<file path="src/rtl/vtm_pkg.sv">
// Shared types and constants for the virtual timer multiplexer.
`default_nettype none
package vtm_pkg;
    localparam int unsigned TIMER_COUNT = 8;
    localparam int unsigned IDX_W = 3;

    localparam logic [1:0] OP_START   = 2'd0;
    localparam logic [1:0] OP_STOP    = 2'd1;
    localparam logic [1:0] OP_ELAPSE  = 2'd2;
    localparam logic [1:0] OP_DEQUEUE = 2'd3;

    localparam logic [1:0] KIND_REPEAT  = 2'd0;
    localparam logic [1:0] KIND_ONESHOT = 2'd1;

    localparam logic       CFG_MAX_INTERVAL = 1'b0;
    localparam logic       CFG_MIN_LEAD     = 1'b1;

    localparam logic [7:0] MAX_INTERVAL_RST = 8'd230;
    localparam logic [3:0] MIN_LEAD_RST     = 4'd3;
    localparam logic [3:0] ID_EMPTY         = 4'd8;
    localparam logic signed [31:0] FIRE_LEVEL = 32'sd2;

    typedef struct packed {
        logic [1:0]  op;
        logic [7:0]  timer_id;
        logic [1:0]  timer_kind;
        logic [30:0] period;
        logic [7:0]  counter_now;
        logic [15:0] elapsed;
        logic [3:0]  post_credit;
    } t_req;

    typedef struct packed {
        logic        status;
        logic [7:0]  fired_mask;
        logic [3:0]  dequeued_id;
        logic [7:0]  next_interval;
        logic [7:0]  active_mask;
        logic        queue_overflow;
    } t_rsp;

    typedef enum logic [2:0] {
        ST_IDLE,
        ST_EXEC,
        ST_SUB,
        ST_RESOLVE,
        ST_FINISH,
        ST_DONE
    } t_state;

    typedef struct packed {
        logic latch;
        logic exec;
        logic sub;
        logic resolve;
        logic finish;
        logic load_out;
    } t_cmd;

    typedef struct packed {
        logic [1:0] op;
        logic       last_slot;
    } t_stat;
endpackage
`default_nettype wire

</file>
<file path="src/rtl/vtm_req_if.sv">
// Request channel: one operation word per handshake.
`default_nettype none
interface vtm_req_if;
    logic           valid;
    logic           ready;
    vtm_pkg::t_req  data;
    modport source (output valid, output data, input ready);
    modport sink   (input valid, input data, output ready);
endinterface
`default_nettype wire

</file>
<file path="src/rtl/vtm_rsp_if.sv">
// Response channel: one result word per handshake.
`default_nettype none
interface vtm_rsp_if;
    logic           valid;
    logic           ready;
    vtm_pkg::t_rsp  data;
    modport source (output valid, output data, input ready);
    modport sink   (input valid, input data, output ready);
endinterface
`default_nettype wire

</file>
<file path="src/rtl/virtual_timer_multiplexer.sv">
// Top level: software timer bank multiplexed onto one compare counter.
// Start, stop and dequeue pass through the exec and done states; done loads the result
// once the output register is free. Elapse runs exec, then subtract and resolve for each
// timer slot in turn, then finish and done.
// One operation is in work at a time; a result may wait while the next word is taken.
// Synchronous active-low reset clears timers, fired-id queue and registers to defaults.
`default_nettype none
module virtual_timer_multiplexer (
    input  wire logic       i_clk,
    input  wire logic       i_rst_n,
    input  wire logic       i_cfg_we,
    input  wire logic       i_cfg_idx,
    input  wire logic [7:0] i_cfg_data,
    vtm_req_if.sink         i_req,
    vtm_rsp_if.source       o_rsp
);
    vtm_pkg::t_cmd  cmd;
    vtm_pkg::t_stat stat;

    vtm_ctrl u_ctrl (
        .i_clk       (i_clk),
        .i_rst_n     (i_rst_n),
        .i_in_valid  (i_req.valid),
        .o_in_ready  (i_req.ready),
        .o_out_valid (o_rsp.valid),
        .i_out_ready (o_rsp.ready),
        .i_stat      (stat),
        .o_cmd       (cmd)
    );

    vtm_dp u_dp (
        .i_clk      (i_clk),
        .i_rst_n    (i_rst_n),
        .i_cmd      (cmd),
        .i_req      (i_req.data),
        .i_cfg_we   (i_cfg_we),
        .i_cfg_idx  (i_cfg_idx),
        .i_cfg_data (i_cfg_data),
        .o_stat     (stat),
        .o_rsp      (o_rsp.data)
    );

    a_fail_no_fire: assert property (@(posedge i_clk) disable iff (!i_rst_n)
        o_rsp.valid && o_rsp.data.status |-> o_rsp.data.fired_mask == 8'd0
            && !o_rsp.data.queue_overflow)
        else $error("failed start/stop reported elapse activity");

    a_deq_only_alone: assert property (@(posedge i_clk) disable iff (!i_rst_n)
        o_rsp.valid && o_rsp.data.dequeued_id != vtm_pkg::ID_EMPTY
            |-> o_rsp.data.fired_mask == 8'd0 && !o_rsp.data.status
            && o_rsp.data.dequeued_id < vtm_pkg::ID_EMPTY)
        else $error("dequeue result mixed with other activity");

    a_one_cmd: assert property (@(posedge i_clk) disable iff (!i_rst_n)
        $onehot0(cmd))
        else $error("controller issued overlapping commands");
endmodule
`default_nettype wire

</file>
<file path="src/rtl/vtm_ctrl.sv">
// Sequencing state machine for the timer multiplexer.
`default_nettype none
module vtm_ctrl (
    input  wire logic         i_clk,
    input  wire logic         i_rst_n,
    input  wire logic         i_in_valid,
    output logic              o_in_ready,
    output logic              o_out_valid,
    input  wire logic         i_out_ready,
    input  vtm_pkg::t_stat    i_stat,
    output vtm_pkg::t_cmd     o_cmd
);
    vtm_pkg::t_state r_state, n_state;
    logic r_out_valid, n_out_valid;
    logic out_free;

    assign out_free    = !r_out_valid || i_out_ready;
    assign o_out_valid = r_out_valid;

    always_ff @(posedge i_clk) begin
        if (!i_rst_n) begin
            r_state     <= vtm_pkg::ST_IDLE;
            r_out_valid <= 1'b0;
        end else begin
            r_state     <= n_state;
            r_out_valid <= n_out_valid;
        end
    end

    always_comb begin
        n_state = r_state;
        case (r_state)
            vtm_pkg::ST_IDLE:    if (i_in_valid) n_state = vtm_pkg::ST_EXEC;
            vtm_pkg::ST_EXEC: begin
                if (i_stat.op == vtm_pkg::OP_ELAPSE) n_state = vtm_pkg::ST_SUB;
                else n_state = vtm_pkg::ST_DONE;
            end
            vtm_pkg::ST_SUB:     n_state = vtm_pkg::ST_RESOLVE;
            vtm_pkg::ST_RESOLVE: begin
                if (i_stat.last_slot) n_state = vtm_pkg::ST_FINISH;
                else n_state = vtm_pkg::ST_SUB;
            end
            vtm_pkg::ST_FINISH:  n_state = vtm_pkg::ST_DONE;
            vtm_pkg::ST_DONE:    if (out_free) n_state = vtm_pkg::ST_IDLE;
            default:             n_state = vtm_pkg::ST_IDLE;
        endcase
    end

    always_comb begin
        o_cmd       = '0;
        o_in_ready  = 1'b0;
        n_out_valid = r_out_valid && !i_out_ready;
        case (r_state)
            vtm_pkg::ST_IDLE: begin
                o_in_ready  = 1'b1;
                o_cmd.latch = i_in_valid;
            end
            vtm_pkg::ST_EXEC:    o_cmd.exec    = 1'b1;
            vtm_pkg::ST_SUB:     o_cmd.sub     = 1'b1;
            vtm_pkg::ST_RESOLVE: o_cmd.resolve = 1'b1;
            vtm_pkg::ST_FINISH:  o_cmd.finish  = 1'b1;
            vtm_pkg::ST_DONE: begin
                if (out_free) begin
                    o_cmd.load_out = 1'b1;
                    n_out_valid    = 1'b1;
                end
            end
            default: o_cmd = '0;
        endcase
    end
endmodule
`default_nettype wire

</file>
<file path="src/rtl/vtm_dp.sv">
// Timer bank, fired-id ring and interval logic.
`default_nettype none
module vtm_dp (
    input  wire logic         i_clk,
    input  wire logic         i_rst_n,
    input  vtm_pkg::t_cmd     i_cmd,
    input  vtm_pkg::t_req     i_req,
    input  wire logic         i_cfg_we,
    input  wire logic         i_cfg_idx,
    input  wire logic [7:0]   i_cfg_data,
    output vtm_pkg::t_stat    o_stat,
    output vtm_pkg::t_rsp     o_rsp
);
    localparam int unsigned N = vtm_pkg::TIMER_COUNT;
    localparam int unsigned W = vtm_pkg::IDX_W;

    vtm_pkg::t_req r_req;
    logic [7:0]  r_max_interval, r_cmp_interval;
    logic [3:0]  r_min_lead;
    logic [N-1:0] r_running;
    logic        r_repeat [N];
    logic [30:0] r_reload [N];
    logic signed [31:0] r_ticks [N];
    logic [W-1:0] r_ring [N];
    logic [W-1:0] r_head, r_tail, r_idx;
    logic [3:0]  r_count, r_credit;
    logic signed [31:0] r_t;
    logic [7:0]  r_best;
    logic        r_status, r_overflow;
    logic [7:0]  r_fired;
    logic [3:0]  r_deq;
    vtm_pkg::t_rsp r_rsp;

    logic [W-1:0] sid;
    logic         start_bad;
    logic [31:0]  total;
    logic signed [32:0] diff, reload_sum;
    logic signed [31:0] sub_t, res_t;
    logic         res_run, push;
    logic [7:0]   lead, fin_best;

    assign sid = r_req.timer_id[W-1:0];
    assign start_bad = (r_req.timer_id >= 8'(N)) || (r_req.timer_kind > vtm_pkg::KIND_ONESHOT)
        || (r_req.timer_kind == vtm_pkg::KIND_REPEAT && r_req.period <= 31'd2);
    assign total = {1'b0, r_req.period} + {24'd0, r_req.counter_now};

    assign diff = {r_ticks[r_idx][31], r_ticks[r_idx]} - $signed({17'd0, r_req.elapsed});
    assign sub_t = (diff < -33'sh0_8000_0000) ? 32'sh8000_0000 : diff[31:0];

    assign reload_sum = {r_t[31], r_t} + $signed({2'b00, r_reload[r_idx]});

    always_comb begin
        res_t   = r_t;
        res_run = 1'b1;
        push    = 1'b0;
        if (r_t <= vtm_pkg::FIRE_LEVEL) begin
            if (r_credit != 4'd0) begin
                push = 1'b1;
                if (r_repeat[r_idx])
                    res_t = (reload_sum > 33'sh0_7FFF_FFFF) ? 32'sh7FFF_FFFF : reload_sum[31:0];
                else
                    res_run = 1'b0;
            end else begin
                res_t = $signed({24'd0, r_cmp_interval});
            end
        end
    end

    assign lead = r_req.counter_now + {4'd0, r_min_lead};
    assign fin_best = (r_best < lead) ? lead : r_best;

    always_ff @(posedge i_clk) begin
        if (!i_rst_n) begin
            r_max_interval <= vtm_pkg::MAX_INTERVAL_RST;
            r_min_lead     <= vtm_pkg::MIN_LEAD_RST;
            r_cmp_interval <= vtm_pkg::MAX_INTERVAL_RST;
            r_running      <= '0;
            r_head         <= '0;
            r_tail         <= '0;
            r_count        <= '0;
            r_idx          <= '0;
        end else begin
            if (i_cfg_we) begin
                if (i_cfg_idx == vtm_pkg::CFG_MAX_INTERVAL) r_max_interval <= i_cfg_data;
                else r_min_lead <= i_cfg_data[3:0];
            end
            if (i_cmd.exec) begin
                r_idx <= '0;
                case (r_req.op)
                    vtm_pkg::OP_START: if (!start_bad) begin
                        r_running[sid] <= 1'b1;
                        if (total < {24'd0, r_cmp_interval}) r_cmp_interval <= total[7:0];
                    end
                    vtm_pkg::OP_STOP:
                        if (r_req.timer_id < 8'(N) && r_running[sid]) r_running[sid] <= 1'b0;
                    vtm_pkg::OP_DEQUEUE: if (r_count != 4'd0) begin
                        r_head  <= r_head + 1'b1;
                        r_count <= r_count - 1'b1;
                    end
                    default: ;
                endcase
            end
            if (i_cmd.resolve) begin
                r_idx <= r_idx + 1'b1;
                if (r_running[r_idx]) begin
                    r_running[r_idx] <= res_run;
                    if (push && r_count < 4'(N)) begin
                        r_tail  <= r_tail + 1'b1;
                        r_count <= r_count + 1'b1;
                    end
                end
            end
            if (i_cmd.finish) begin
                r_cmp_interval <= (r_running == '0) ? r_max_interval : fin_best;
            end
        end
    end

    // payload registers, no reset needed
    always_ff @(posedge i_clk) begin
        if (i_cmd.latch) r_req <= i_req;
        if (i_cmd.exec) begin
            r_status   <= 1'b0;
            r_fired    <= '0;
            r_overflow <= 1'b0;
            r_deq      <= vtm_pkg::ID_EMPTY;
            r_credit   <= r_req.post_credit;
            r_best     <= r_max_interval;
            case (r_req.op)
                vtm_pkg::OP_START: begin
                    if (start_bad) r_status <= 1'b1;
                    else begin
                        r_reload[sid] <= r_req.period;
                        r_repeat[sid] <= (r_req.timer_kind == vtm_pkg::KIND_REPEAT);
                        r_ticks[sid]  <= total[31] ? 32'sh7FFF_FFFF : $signed(total);
                    end
                end
                vtm_pkg::OP_STOP:
                    if (!(r_req.timer_id < 8'(N) && r_running[sid])) r_status <= 1'b1;
                vtm_pkg::OP_DEQUEUE:
                    if (r_count != 4'd0) r_deq <= {1'b0, r_ring[r_head]};
                default: ;
            endcase
        end
        if (i_cmd.sub) r_t <= sub_t;
        if (i_cmd.resolve && r_running[r_idx]) begin
            r_ticks[r_idx] <= res_t;
            if (push) begin
                r_credit <= r_credit - 1'b1;
                if (r_count < 4'(N)) begin
                    r_ring[r_tail] <= r_idx;
                    r_fired[r_idx] <= 1'b1;
                end else begin
                    r_overflow <= 1'b1;
                end
            end
            // running minimum, negative counts floor at zero
            if (res_run && res_t < $signed({24'd0, r_best}))
                r_best <= res_t[31] ? 8'd0 : res_t[7:0];
        end
        if (i_cmd.load_out) begin
            r_rsp.status         <= r_status;
            r_rsp.fired_mask     <= r_fired;
            r_rsp.dequeued_id    <= r_deq;
            r_rsp.next_interval  <= r_cmp_interval;
            r_rsp.active_mask    <= r_running;
            r_rsp.queue_overflow <= r_overflow;
        end
    end

    assign o_stat.op        = r_req.op;
    assign o_stat.last_slot = (r_idx == W'(N - 1));
    assign o_rsp            = r_rsp;
endmodule
`default_nettype wire
</file>
<file path="src/flat_wrapper.sv">
// flat-port wrapper written by rule: the top's interface ports become plain ports
module virtual_timer_multiplexer_flat 
  (i_clk, i_rst_n, i_cfg_we, i_cfg_idx, i_cfg_data, i_req_valid, i_req_data, i_req_ready, o_rsp_valid, o_rsp_data, o_rsp_ready);
  vtm_req_if i_req_i ();
  vtm_rsp_if o_rsp_i ();
  input  wire logic i_clk;
  input  wire logic i_rst_n;
  input  wire logic i_cfg_we;
  input  wire logic i_cfg_idx;
  input  wire logic [7:0] i_cfg_data;
  input wire logic [$bits(i_req_i.valid)-1:0] i_req_valid;
  input wire logic [$bits(i_req_i.data)-1:0] i_req_data;
  output wire logic [$bits(i_req_i.ready)-1:0] i_req_ready;
  output wire logic [$bits(o_rsp_i.valid)-1:0] o_rsp_valid;
  output wire logic [$bits(o_rsp_i.data)-1:0] o_rsp_data;
  input wire logic [$bits(o_rsp_i.ready)-1:0] o_rsp_ready;
  assign i_req_i.valid = i_req_valid;
  assign i_req_i.data = i_req_data;
  assign i_req_ready = i_req_i.ready;
  assign o_rsp_valid = o_rsp_i.valid;
  assign o_rsp_data = o_rsp_i.data;
  assign o_rsp_i.ready = o_rsp_ready;
  virtual_timer_multiplexer u_core (.i_clk(i_clk), .i_rst_n(i_rst_n), .i_cfg_we(i_cfg_we), .i_cfg_idx(i_cfg_idx), .i_cfg_data(i_cfg_data), .i_req(i_req_i), .o_rsp(o_rsp_i));
endmodule
</file>
<file path="config.mk">
export PLATFORM = sky130hd
export DESIGN_NAME = virtual_timer_multiplexer_flat
export DESIGN_NICKNAME = d
export VERILOG_FILES = /design/src/rtl/vtm_pkg.sv /design/src/rtl/vtm_req_if.sv /design/src/rtl/vtm_rsp_if.sv /design/src/rtl/virtual_timer_multiplexer.sv /design/src/rtl/vtm_ctrl.sv /design/src/rtl/vtm_dp.sv /design/src/flat_wrapper.sv
export SDC_FILE = /design/constraint.sdc
export NUM_CORES = 1
export LEC_CHECK = 0
export BUFFER_PORTS_ARGS = -buffer_cell sky130_fd_sc_hd__buf_2
export CORE_ASPECT_RATIO = 0.9
export CORE_MARGIN = 5
export CORE_UTILIZATION = 40
export CTS_CLUSTER_DIAMETER = 100
export DETAILED_ROUTE_END_ITERATION = 8
export GPL_TIMING_DRIVEN = 1
export PLACE_DENSITY = 0.57
export SLEW_MARGIN = 25
export SYNTH_ARGS = -nofsm -noshare
export SYNTH_HDL_FRONTEND = slang
export SYNTH_SLANG_ARGS = --single-unit
</file>
<file path="constraint.sdc">
create_clock -name i_clk -period 20.7 [get_ports i_clk]
set_clock_uncertainty 0.1 [all_clocks]
set_input_delay 4.14 -clock i_clk [delete_from_list [all_inputs] [get_ports i_clk]]
set_output_delay 4.14 -clock i_clk [all_outputs]
set_load 0.03 [all_outputs]
</file>
## After elaboration in Yosys (flattened, before gate mapping)

Memories as Yosys holds them, arrays and structs flattened. A register that Yosys moved wholly into a read port is not among the register bits.
Cells that the tools add are included.
Widths: inputs -> output; s select.

- Bits in registers: 204
- Output and inout port bits: 32
- Bits in writable memories: 536
- Memories: 4
- Bits of input ports: 85

- Equality and inequality tests: 12
- Bitwise logic cells: 5
- Multiplexer cells: 96
- Add/subtract/negate cells: 10
- Reduce and logical (&&, ||, !) cells: 31
- Order comparisons: 15

Memories:

| memory | depth | width | read ports | clocked after Yosys merged registers in | write ports | RTL line | source |
|---|---|---|---|---|---|---|---|
| u_core.u_dp.r_ticks | 8 | 32 | 1 | 1 | 1 | vtm_dp.sv:23 | `logic signed [31:0] r_ticks [N];` |
| u_core.u_dp.r_reload | 8 | 31 | 1 | 1 | 1 | vtm_dp.sv:22 | `logic [30:0] r_reload [N];` |
| u_core.u_dp.r_ring | 8 | 3 | 1 | 1 | 1 | vtm_dp.sv:24 | `logic [W-1:0] r_ring [N];` |
| u_core.u_dp.r_repeat | 8 | 1 | 1 | 1 | 1 | vtm_dp.sv:21 | `logic r_repeat [N];` |

Operator list:

| cell | number |
|---|---|
| $mux 8 | 21 |
| $mux 32 | 5 |
| $mux 3 | 15 |
| $mux 4 | 10 |
| $mux 1 | 36 |
| $add 32x32->33 | 1 |
| $gt 33x32->1 const B | 1 |
| $lt 33x32->1 const B | 1 |
| $sub 32x17->33 | 1 |
| $add 31x8->32 | 1 |
| $le 32x3->1 const B | 1 |
| $lt 32x8->1 | 1 |
| $lt 32x9->1 | 1 |
| $reduce_or 32->1 | 1 |
| $le 31x2->1 const B | 1 |
| $mux 31 | 1 |
| $pmux 3 s6 | 1 |
| $or 8x8->8 | 2 |
| $pmux 8 s2 | 1 |
| $add 3x1->3 const B | 3 |
| $eq 3x3->1 const B | 3 |
| $add 8x4->8 | 1 |
| $and 8x8->8 | 1 |
| $bwmux 8 | 1 |
| other kinds (31) | 58 |

## Longest topological paths before layout

Gate-level depths: netlist of the first run.

- Depth in word-level cells: 13
- Mapped depth: 34
- Depth with buffers taken out: 27

## Hierarchy

A second synthesis of the first run with hierarchy kept.

- Cell total of the unflattened synthesis: 2,694
- Area, all modules: 36,481.2 µm²

Modules (own cells, without submodules):

| module | times used | cells an instance | seq. area each (µm²) | area an instance (µm²) |
|---|---|---|---|---|
| vtm_dp | 1 | 2,660 | 21,600.7 | 36,189.7 |
| vtm_ctrl | 1 | 34 | 80.1 | 291.5 |

## Worst setup path after synthesis of the first run

No wires, ideal clock.

- Path type: register -> register
- Start: register (tool-made name)
- End: register u_core.u_dp.r_best[7]
- Arrival: 8,186 ps
- Stages on the path, launching flop included: 33
- Setup slack: 12,298 ps
- Path buffers: 8
- Required time: 20,484 ps
- Period minus slack after synthesis: 8,402 ps
- Cells stage by stage: dfxtp_1 -> buf_4 -> buf_2 -> clkbuf_1 -> buf_1 -> buf_1 -> mux4_2 -> mux2_2 -> ha_1 -> clkbuf_1 -> nand2_1 -> nor3_1 -> o41ai_4 -> a21oi_1 -> a31oi_4 -> and4b_4 -> or2_2 -> clkbuf_1 -> nor2_1 -> a22o_1 -> a21oi_1 -> ha_1 -> a21o_1 -> a21o_1 -> a211oi_1 -> o211ai_1 -> a211o_1 -> nor4_1 -> nand4_1 -> or4_1 -> buf_2 -> or3_1 -> and3b_1

RTL lines:

| item | RTL line | source |
|---|---|---|
| end signal: assignment | vtm_dp.sv:128 | `r_best <= r_max_interval;` |
| end signal: assignment | vtm_dp.sv:159 | `r_best <= res_t[31] ? 8'd0 : res_t[7:0];` |
| end: declaration | vtm_dp.sv:28 | `logic [7:0] r_best;` |

==> reports/qor.csv, run 1 <==
stage,metric,value,unit
run_status,outcome,completed,
global_routing,grt_usage,20.2,%
logic_synthesis,syn-instance-count,2248,
timing,rsz0062_at_grt,no,
route,first_iter_violations,1830,
final_layout,register_area,21700,um2
critical_path,setup.worst_path.end_class,flop,
critical_path,startpoint_type,flop,
logic_synthesis,async_reset_ff_share,0,%
timing,fin_crit_sh,40.7,%
power,peakVddDrop,0.0000571,V
min_path,hold_path_end,u_core.u_dp.o_rsp[29]$_DFFE_PP_,
floorplan,start_util,40.1,%
clock_tree,numClockSinks,746,
clock_tree,cts_resized,0,
logic_synthesis,synth_edf_count,674,
floorplan,die_w,316,um
logic_synthesis,ys_warn_count,0,
flow_run,maxCapViolations,0,
timing,timing.fmax,0.119,GHz
global_routing,antenna_found_initial,1,
logic_synthesis,ys_ff_latch,746,
logic_synthesis,yosysSeqAreaShare,64.4,%
clock_tree,cts_tree,built,
floorplan,ios,117,
route,ant_nets,0,
critical_path,rrSetupSlack,12.27,ns
power,powerDensity,90.3,nW/um2
global_routing,grt_pass1_wl,135,mm
global_routing,grt_remaining_overflow,0,
critical_path,cp_slowest_cell,dfxtp_4,
route,drt_pass1_iterations,7,
critical_path,required,21.12,ns
critical_path,r2r_cells,25,
timing,maxSlewHeadroom,31.4,%
floorplan,rows,101,
min_path,holdCritStartpoint,u_core.u_dp.r_status$_DFFE_PP_,
clock_tree,path_clk_slew,0.06,ns
timing,hold_slack,0.323,ns
logic_synthesis,synth.distinct_cells,90,
min_path,hold_path_depth,0,
timing,slew_violations,0,
route,avgViaCountPerCell,5.67,
critical_path,crit_type,flop to flop,
clock_tree,cts.path.max_buffers,3,
final_layout,multi_input_area,11400,um2
placed_design,hpwl,63.8,mm
clock_tree,cts_made_buffers,80,
timing,setup_tns,0,ns
placed_design,dp_slack,12.30,ns
route,totalWireLength,92.1,mm
power,total_power,3.45,mW
clock_tree,cts_root_buf,clkbuf_16,
logic_synthesis,synth-main-ff-cell,edfxtp_1,
clock_tree,cts_max_level,3,
final_layout,final_util,45.5,%
clock_tree,hold_buffers,0,
placed_design,buffer_ports.inserted,116,
timing,hold_violations,0,
global_routing,grt_max_degree,57,
critical_path,r2r-end,u_core.u_dp.r_best[1]$_DFF_P_,
floorplan,fp.dieH,285,um
logic_synthesis,synthesis.area,33700,um2
logic_synthesis,yosysTopAreaCell,edfxtp_1,
route,post_drt_wl_per_cell,25.6,um
logic_synthesis,synth_top_area_share,60.1,%
min_path,hold_class,flop to flop,
critical_path,crit_top_cell,a21oi_1,
power,leakagePower,12.7,nW
logic_synthesis,synth_area_leaders,"edfxtp_1 (60%), mux4_2 (9.0%), dfxtp_1 (4.3%)",
clock_tree,clk_latency,0.63,ns
critical_path,cp.depth,25,
logic_synthesis,synth_common_cells,"edfxtp_1 (674), nand2_1 (137), mux4_2 (134)",
floorplan,core-area,83900,um2
logic_synthesis,syn_nets,2424,
critical_path,arrival,8.85,ns
global_routing,grt_pass1_vias,20500,
logic_synthesis,post-synth-top-count-cell,edfxtp_1,
floorplan,dieArea,90000,um2
timing,worst_slack,12.27,ns
final_layout,fill_cells,7401,
timing,fin_crit,8.43,ns
clock_tree,post_cts.repair.setup_buffers,0,
placed_design,gp_congestion,0.917,
final_layout,num-nets-final,2572,
final_layout,syn_to_final_growth,13.5,%
final_layout,drive_gt1_share,20.4,%
route,drc,0,
timing,setup_viol,0,
timing,worst_pin_slew,1.02,ns
critical_path,crit_path_max_fanout,56,
critical_path,crit_family,compound AO/OA/AOI/OAI gates,
route,vias,20400,
critical_path,max_stage_delay,0.86,ns
critical_path,cp_num_buf_inv,1,
logic_synthesis,syn_avg_cell_area,15.0,um2
## routing by layer
metal	vias to the layer above	global-route usage, %	share of wire, %
met4	0	6.13	3.0
li1	9127	-	-
met2	694	32.2	47
met3	150	3.22	6.1
met1	10400	28.8	44
met5	-	0	0
## how the worst max path moves through the flow
stage                     startpoint                            end
after detailed placement        flop  u_core.u_dp.r_best[1]$_DFF_P_
final                           flop  u_core.u_dp.r_best[1]$_DFF_P_
after floorplan                 flop  u_core.u_dp.r_best[7]$_DFF_P_
after CTS                       flop  u_core.u_dp.r_best[1]$_DFF_P_
after global placement          flop  u_core.u_dp.r_best[0]$_DFF_P_
after global routing            flop  u_core.u_dp.r_best[1]$_DFF_P_
## metrics by stage
step                      instance area [um2]  instances
after global placement                  35700       3445
after global routing                    38200       3591
after floorplan                         33700       2248
after CTS                               38200       3589
after detailed placement                35700       3445
final                                   38200       3592
## sequential cells by signal, indices dropped and copies added (netlist names), named ones only
| register | cells |
|---|---|
| u_core.u_dp.o_stat | 2 |
| u_core.u_dp.r_count | 4 |
| u_core.u_dp.o_rsp | 30 |
| u_core.u_dp.r_min_lead | 4 |
| u_core.u_dp.r_max_interval | 8 |
| u_core.u_dp.r_credit | 4 |
| u_core.u_dp.r_tail | 3 |
| u_core.u_dp.r_req | 69 |
| u_core.u_dp.r_status | 1 |
| u_core.u_ctrl.o_out_valid | 1 |
| u_core.u_dp.r_reload | 248 |
| u_core.u_dp.r_ticks | 256 |
| u_core.u_dp.r_running | 8 |
| u_core.u_dp.r_idx | 3 |
| u_core.u_dp.r_overflow | 1 |
| u_core.u_dp.r_fired | 8 |
| u_core.u_dp.r_best | 8 |
| u_core.u_dp.r_deq | 4 |
| u_core.u_dp.r_repeat | 8 |
| u_core.u_dp.r_cmp_interval | 8 |
| u_core.u_dp.r_t | 32 |
| u_core.u_ctrl.r_state | 3 |
| u_core.u_dp.r_head | 3 |
| u_core.u_dp.r_ring | 24 |
## worst register-to-register path: stages (launching register included)
cell,delay [ns]
dfxtp_4,0.86
buf_4,0.71
mux4_2,0.42
mux2_2,0.32
ha_1,0.46
a21oi_1,0.22
o21ai_1,0.13
o41ai_4,0.46
a21oi_1,0.17
a31oi_4,0.22
and4b_4,0.25
or2_2,0.35
nor2_1,0.22
a22o_1,0.16
a21oi_1,0.11
ha_1,0.32
a21o_1,0.19
a21o_1,0.18
a211oi_1,0.33
o211ai_1,0.15
a211o_1,0.28
nor4_1,0.26
nand4_1,0.12
or4_1,0.69
nor2_4,0.25
mux2_2,0.38
## power by group
part / internal [mW] / leakage, nW / switching [mW] / total [mW]
clock: 0.774 / 1.21 / 0.580 / 1.35
sequential: 1.71 / 6.67 / 0.0516 / 1.76
combinational: 0.112 / 4.87 / 0.219 / 0.330
## cells by family (layout without fill, tap and decap cells)
group	Yosys count	in the layout	share of synthesized area [%]
AO/OA/AOI/OAI	382	382	7.88
XOR/XNOR	88	88	2.29
adder cells (fa/ha/maj)	91	91	3.47
buffers and inverters	165	375	1.96
flip-flops	746	746	64.4
multiplexers	227	227	12.0
other	0	1	0
AND/OR/NAND/NOR	549	549	8.00
## area by class of cell
cell class	instances	area share [%]
multi-input combinational	1337	29.9
clock inverter	43	0.950
clock buffer	101	5.50
timing repair buffer	160	2.40
antenna	1	0.00655
sequential	746	56.8
tap	1133	3.71
inverter	71	0.698
## placed cells by master, fill, tap and decap left out, types with 18 or more instances in the layout
cell and n:
xor2_1 41, nor3_1 45, a21o_1 29, nand2b_1 19, ha_1 87, mux2_2 53
dfxtp_1 69, o21ai_0 59, xnor2_1 47, nand2_1 137, a22oi_1 23, nor2_1 122
and2_1 19, nor2b_1 22, buf_2 116, nor4_1 21, nand4_1 22, mux2i_1 39
and3_1 18, clkbuf_1 20, nand3_1 59, a21oi_1 91, a21boi_0 18, inv_1 70
clkbuf_16 81, mux4_2 134, buf_4 42, edfxtp_1 674
Power figures use the tool's default switching activity.
==> inputs of run 2 (changes only) <==
PLACE_DENSITY = 0.6   (was 0.57)
clock period = 6.8 ns   (was 20.7 ns; I/O delays follow)
==> run 2 against run 1 <==
Net effect: first-iteration DRC count up 3.0%; setup slack got worse by 12 ns; sequential share of layout area fell by 1.8 points; sequential power increased to 3.0 times the previous value; via count increased by 2.0%; global-route usage is 0.28 points higher; utilization up 1.5 points; combinational power increased to 3.3 times the previous value; maximum frequency increased by 29%; cell count increased by 2.0%; non-clock buffer count up 81; critical path type unchanged; largest power group unchanged.
==> reports/qor.csv, run 2 (same netlist as run 1, synthesis figures left out) <==
stage,metric,value,unit,change
run_status,outcome,completed,,unchanged
placed_design,buffer_ports.inserted,116,,unchanged
clock_tree,cts_root_buf,clkbuf_16,,unchanged
power,p_sw,2.64,mW,was 0.850 mW
power,leakagePower,13.2,nW,was 12.7 nW
critical_path,rrSetupSlack,0.25,ns,was 12.27 ns
global_routing,grtUsageMet1,30.1,%,was 28.8%
timing,hold_violations,0,,unchanged
route,vias,20800,,was 20400
min_path,hold_class,flop to flop,,unchanged
power,combPwrFrac,10.3,%,was 9.6%
critical_path,max_stage_delay,0.60,ns,was 0.86 ns
floorplan,rows,101,,unchanged
global_routing,antenna_found_initial,2,,was 1
power,powerDensity,271,nW/um2,was 90.3 nW/um2
critical_path,r2r_cells,27,,was 25
critical_path,setup.worst_path.end_class,flop,,unchanged
floorplan,die_w,316,um,unchanged
final_layout,final_cell_mix,"edfxtp_1 (674), nand2_1 (135), mux4_2 (134)",,"was edfxtp_1 (674), nand2_1 (137), mux4_2 (134)"
clock_tree,cts_tree,built,,unchanged
final_layout,antenna_cells,0,,was 1
critical_path,crit_type,flop to flop,,unchanged
clock_tree,numClockSinks,746,,unchanged
floorplan,core-area,83900,um2,unchanged
power,internal_power,8.04,mW,was 2.60 mW
timing,fin_crit,6.55,ns,was 8.43 ns
global_routing,grt_usage,20.5,%,was 20.2%
route,avgViaCountPerCell,5.67,,about the same
critical_path,crit_path_max_fanout,7,,was 56
timing,hold_slack,0.321,ns,was 0.323 ns
power,share_clk_of_total_power,39.5,%,was 39.3%
global_routing,grt_max_degree,45,,was 57
critical_path,cp_slowest_cell,or4_4,,was dfxtp_4
route,post_drt_wl_per_cell,25.7,um,was 25.6 um
route,totalWireLength,94.3,mm,was 92.1 mm
timing,timing.fmax,0.153,GHz,was 0.119 GHz
min_path,hold_path_end,u_core.u_dp.o_rsp[18]$_DFFE_PP_,,was u_core.u_dp.o_rsp[29]$_DFFE_PP_
floorplan,fp.dieH,285,um,unchanged
final_layout,reg_top3,"u_core.u_dp.r_ticks (256), u_core.u_dp.r_reload (248), u_core.u_dp.r_req (69)",,unchanged
clock_tree,path_clk_slew,0.06,ns,about the same
floorplan,start_util,40.1,%,unchanged
floorplan,dieArea,90000,um2,unchanged
final_layout,layout_commonest_cell,edfxtp_1,,unchanged
final_layout,multi_input_area,11800,um2,was 11400 um2
critical_path,cp_num_buf_inv,3,,was 1
placed_design,place_area,36400,um2,was 35700 um2
final_layout,syn_to_final_growth,17.1,%,was 13.5%
critical_path,arrival,6.96,ns,was 8.85 ns
global_routing,grt_pass1_wl,138,mm,was 135 mm
power,seqPwrFrac,50.2,%,was 51.2%
critical_path,required,7.22,ns,was 21.12 ns
floorplan,ios,117,,unchanged
clock_tree,cts_max_level,3,,unchanged
clock_tree,cts_made_buffers,78,,was 80
flow_run,maxCapViolations,0,,unchanged
route,drc,0,,unchanged
placed_design,dp_slack,-0.0631,ns,was 12.30 ns
final_layout,fill_cells,7257,,was 7401
critical_path,startpoint_type,flop,,unchanged
power,peakVddDrop,0.000185,V,was 0.0000571 V
min_path,hold_path_depth,0,,unchanged
final_layout,drive_gt1_share,25.2,%,was 20.4%
placed_design,gp_congestion,0.962,,was 0.917
route,ant_nets,0,,unchanged
critical_path,r2r-end,u_core.u_dp.r_best[1]$_DFF_P_,,unchanged
placed_design,hpwl,64.9,mm,was 63.8 mm
final_layout,final_cell_area,39400,um2,was 38200 um2
power,p_sw_share,24.7,%,about the same
timing,maxSlewHeadroom,27.0,%,was 31.4%
timing,worst_slack,0.255,ns,was 12.27 ns
timing,setup_viol,0,,unchanged
global_routing,gr-usage-met3,3.86,%,was 3.22%
route,first_iter_violations,1884,,was 1830
final_layout,regMostFlops,u_core.u_dp.r_ticks,,unchanged
power,total_power,10.7,mW,was 3.45 mW
clock_tree,clk_latency,0.65,ns,was 0.63 ns
global_routing,grt_pass1_vias,20800,,was 20500
min_path,holdCritStartpoint,u_core.u_dp.r_deq[1]$_SDFFCE_PN0P_,,was u_core.u_dp.r_status$_DFFE_PP_
global_routing,top_usage_layer,met2,,unchanged
timing,fin_crit_sh,96.3,%,was 40.7%
global_routing,met2_usage,31.7,%,was 32.2%
critical_path,crit_family,simple AND/OR/NAND/NOR gates,,was compound AO/OA/AOI/OAI gates
clock_tree,cts.path.max_buffers,3,,unchanged
final_layout,register_area,21700,um2,unchanged
timing,setup_tns,0,ns,unchanged
timing,slew_violations,0,,unchanged
timing,worst_pin_slew,1.09,ns,was 1.02 ns
global_routing,grt_remaining_overflow,0,,unchanged
route,drt_pass1_iterations,5,,was 7
final_layout,largest_reg_flops,256,,unchanged
final_layout,num-nets-final,2651,,was 2572
run 2: what timing repair did:
| action | 4_1_cts | 5_1_grt |
|---|---|---|
| endpoints found under the setup margin | 6 | 8 |
| hold buffers | 0 | 0 |
| pin swaps | 0 | 24 |
| cloned | 0 | 4 |
| hold endpoints to repair | 0 | 0 |
| setup buffers | 0 | 17 |
| gates resized for setup | 2 | 56 |
run 2: layer usage:
layer	share of wire, %	vias to the layer above
li1	-	9293
met1	45	10600
met2	45	731
met3	6.6	152
met4	2.7	0
met5	0	-
run 2: layout make-up:
type / count / share of cell area [%]
tap: 1133 / 3.60
clock inverter: 47 / 1.24
inverter: 71 / 0.676
multi-input combinational: 1337 / 30.0
sequential: 746 / 55.0
timing repair buffer: 241 / 4.35
clock buffer: 90 / 5.12
run 2: power groups by stage:
| stage | sequential (mW) | clock [mW] | combinational, mW |
|---|---|---|---|
| floorplan | 5.39 | 0 | 0.664 |
| global placement | 5.45 | 0 | 1.03 |
| detailed placement | 5.46 | 0 | 1.06 |
| CTS | 5.36 | 4.30 | 1.07 |
| global route | 5.37 | 4.51 | 1.20 |
| finish | 5.36 | 4.21 | 1.10 |
run 2: worst max path at each step:
| stage | startpoint | endpoint | slack, ns | cells past startpoint |
|---|---|---|---|---|
| 5_1_grt | flop | u_core.u_dp.r_best[1]$_DFF_P_ | -0.06 | 28 |
| 2_1_floorplan | flop | u_core.u_dp.r_best[7]$_DFF_P_ | 0.0006 | 32 |
| 4_1_cts | flop | u_core.u_dp.r_best[2]$_DFF_P_ | 0.07 | 27 |
| 3_3_place_gp | flop | u_core.u_dp.r_best[1]$_DFF_P_ | 0.05 | 27 |
| 3_5_place_dp | flop | u_core.u_dp.r_best[2]$_DFF_P_ | -0.06 | 27 |
| 6_report | flop | u_core.u_dp.r_best[1]$_DFF_P_ | 0.25 | 27 |
run 2: per-stage QoR:
step           instances  util (%)
6_report            3665      47.0
5_1_grt             3665      47.0
4_1_cts             3642      46.3
3_5_place_dp        3505      43.3
3_3_place_gp        3502      43.3
2_1_floorplan       2248         -
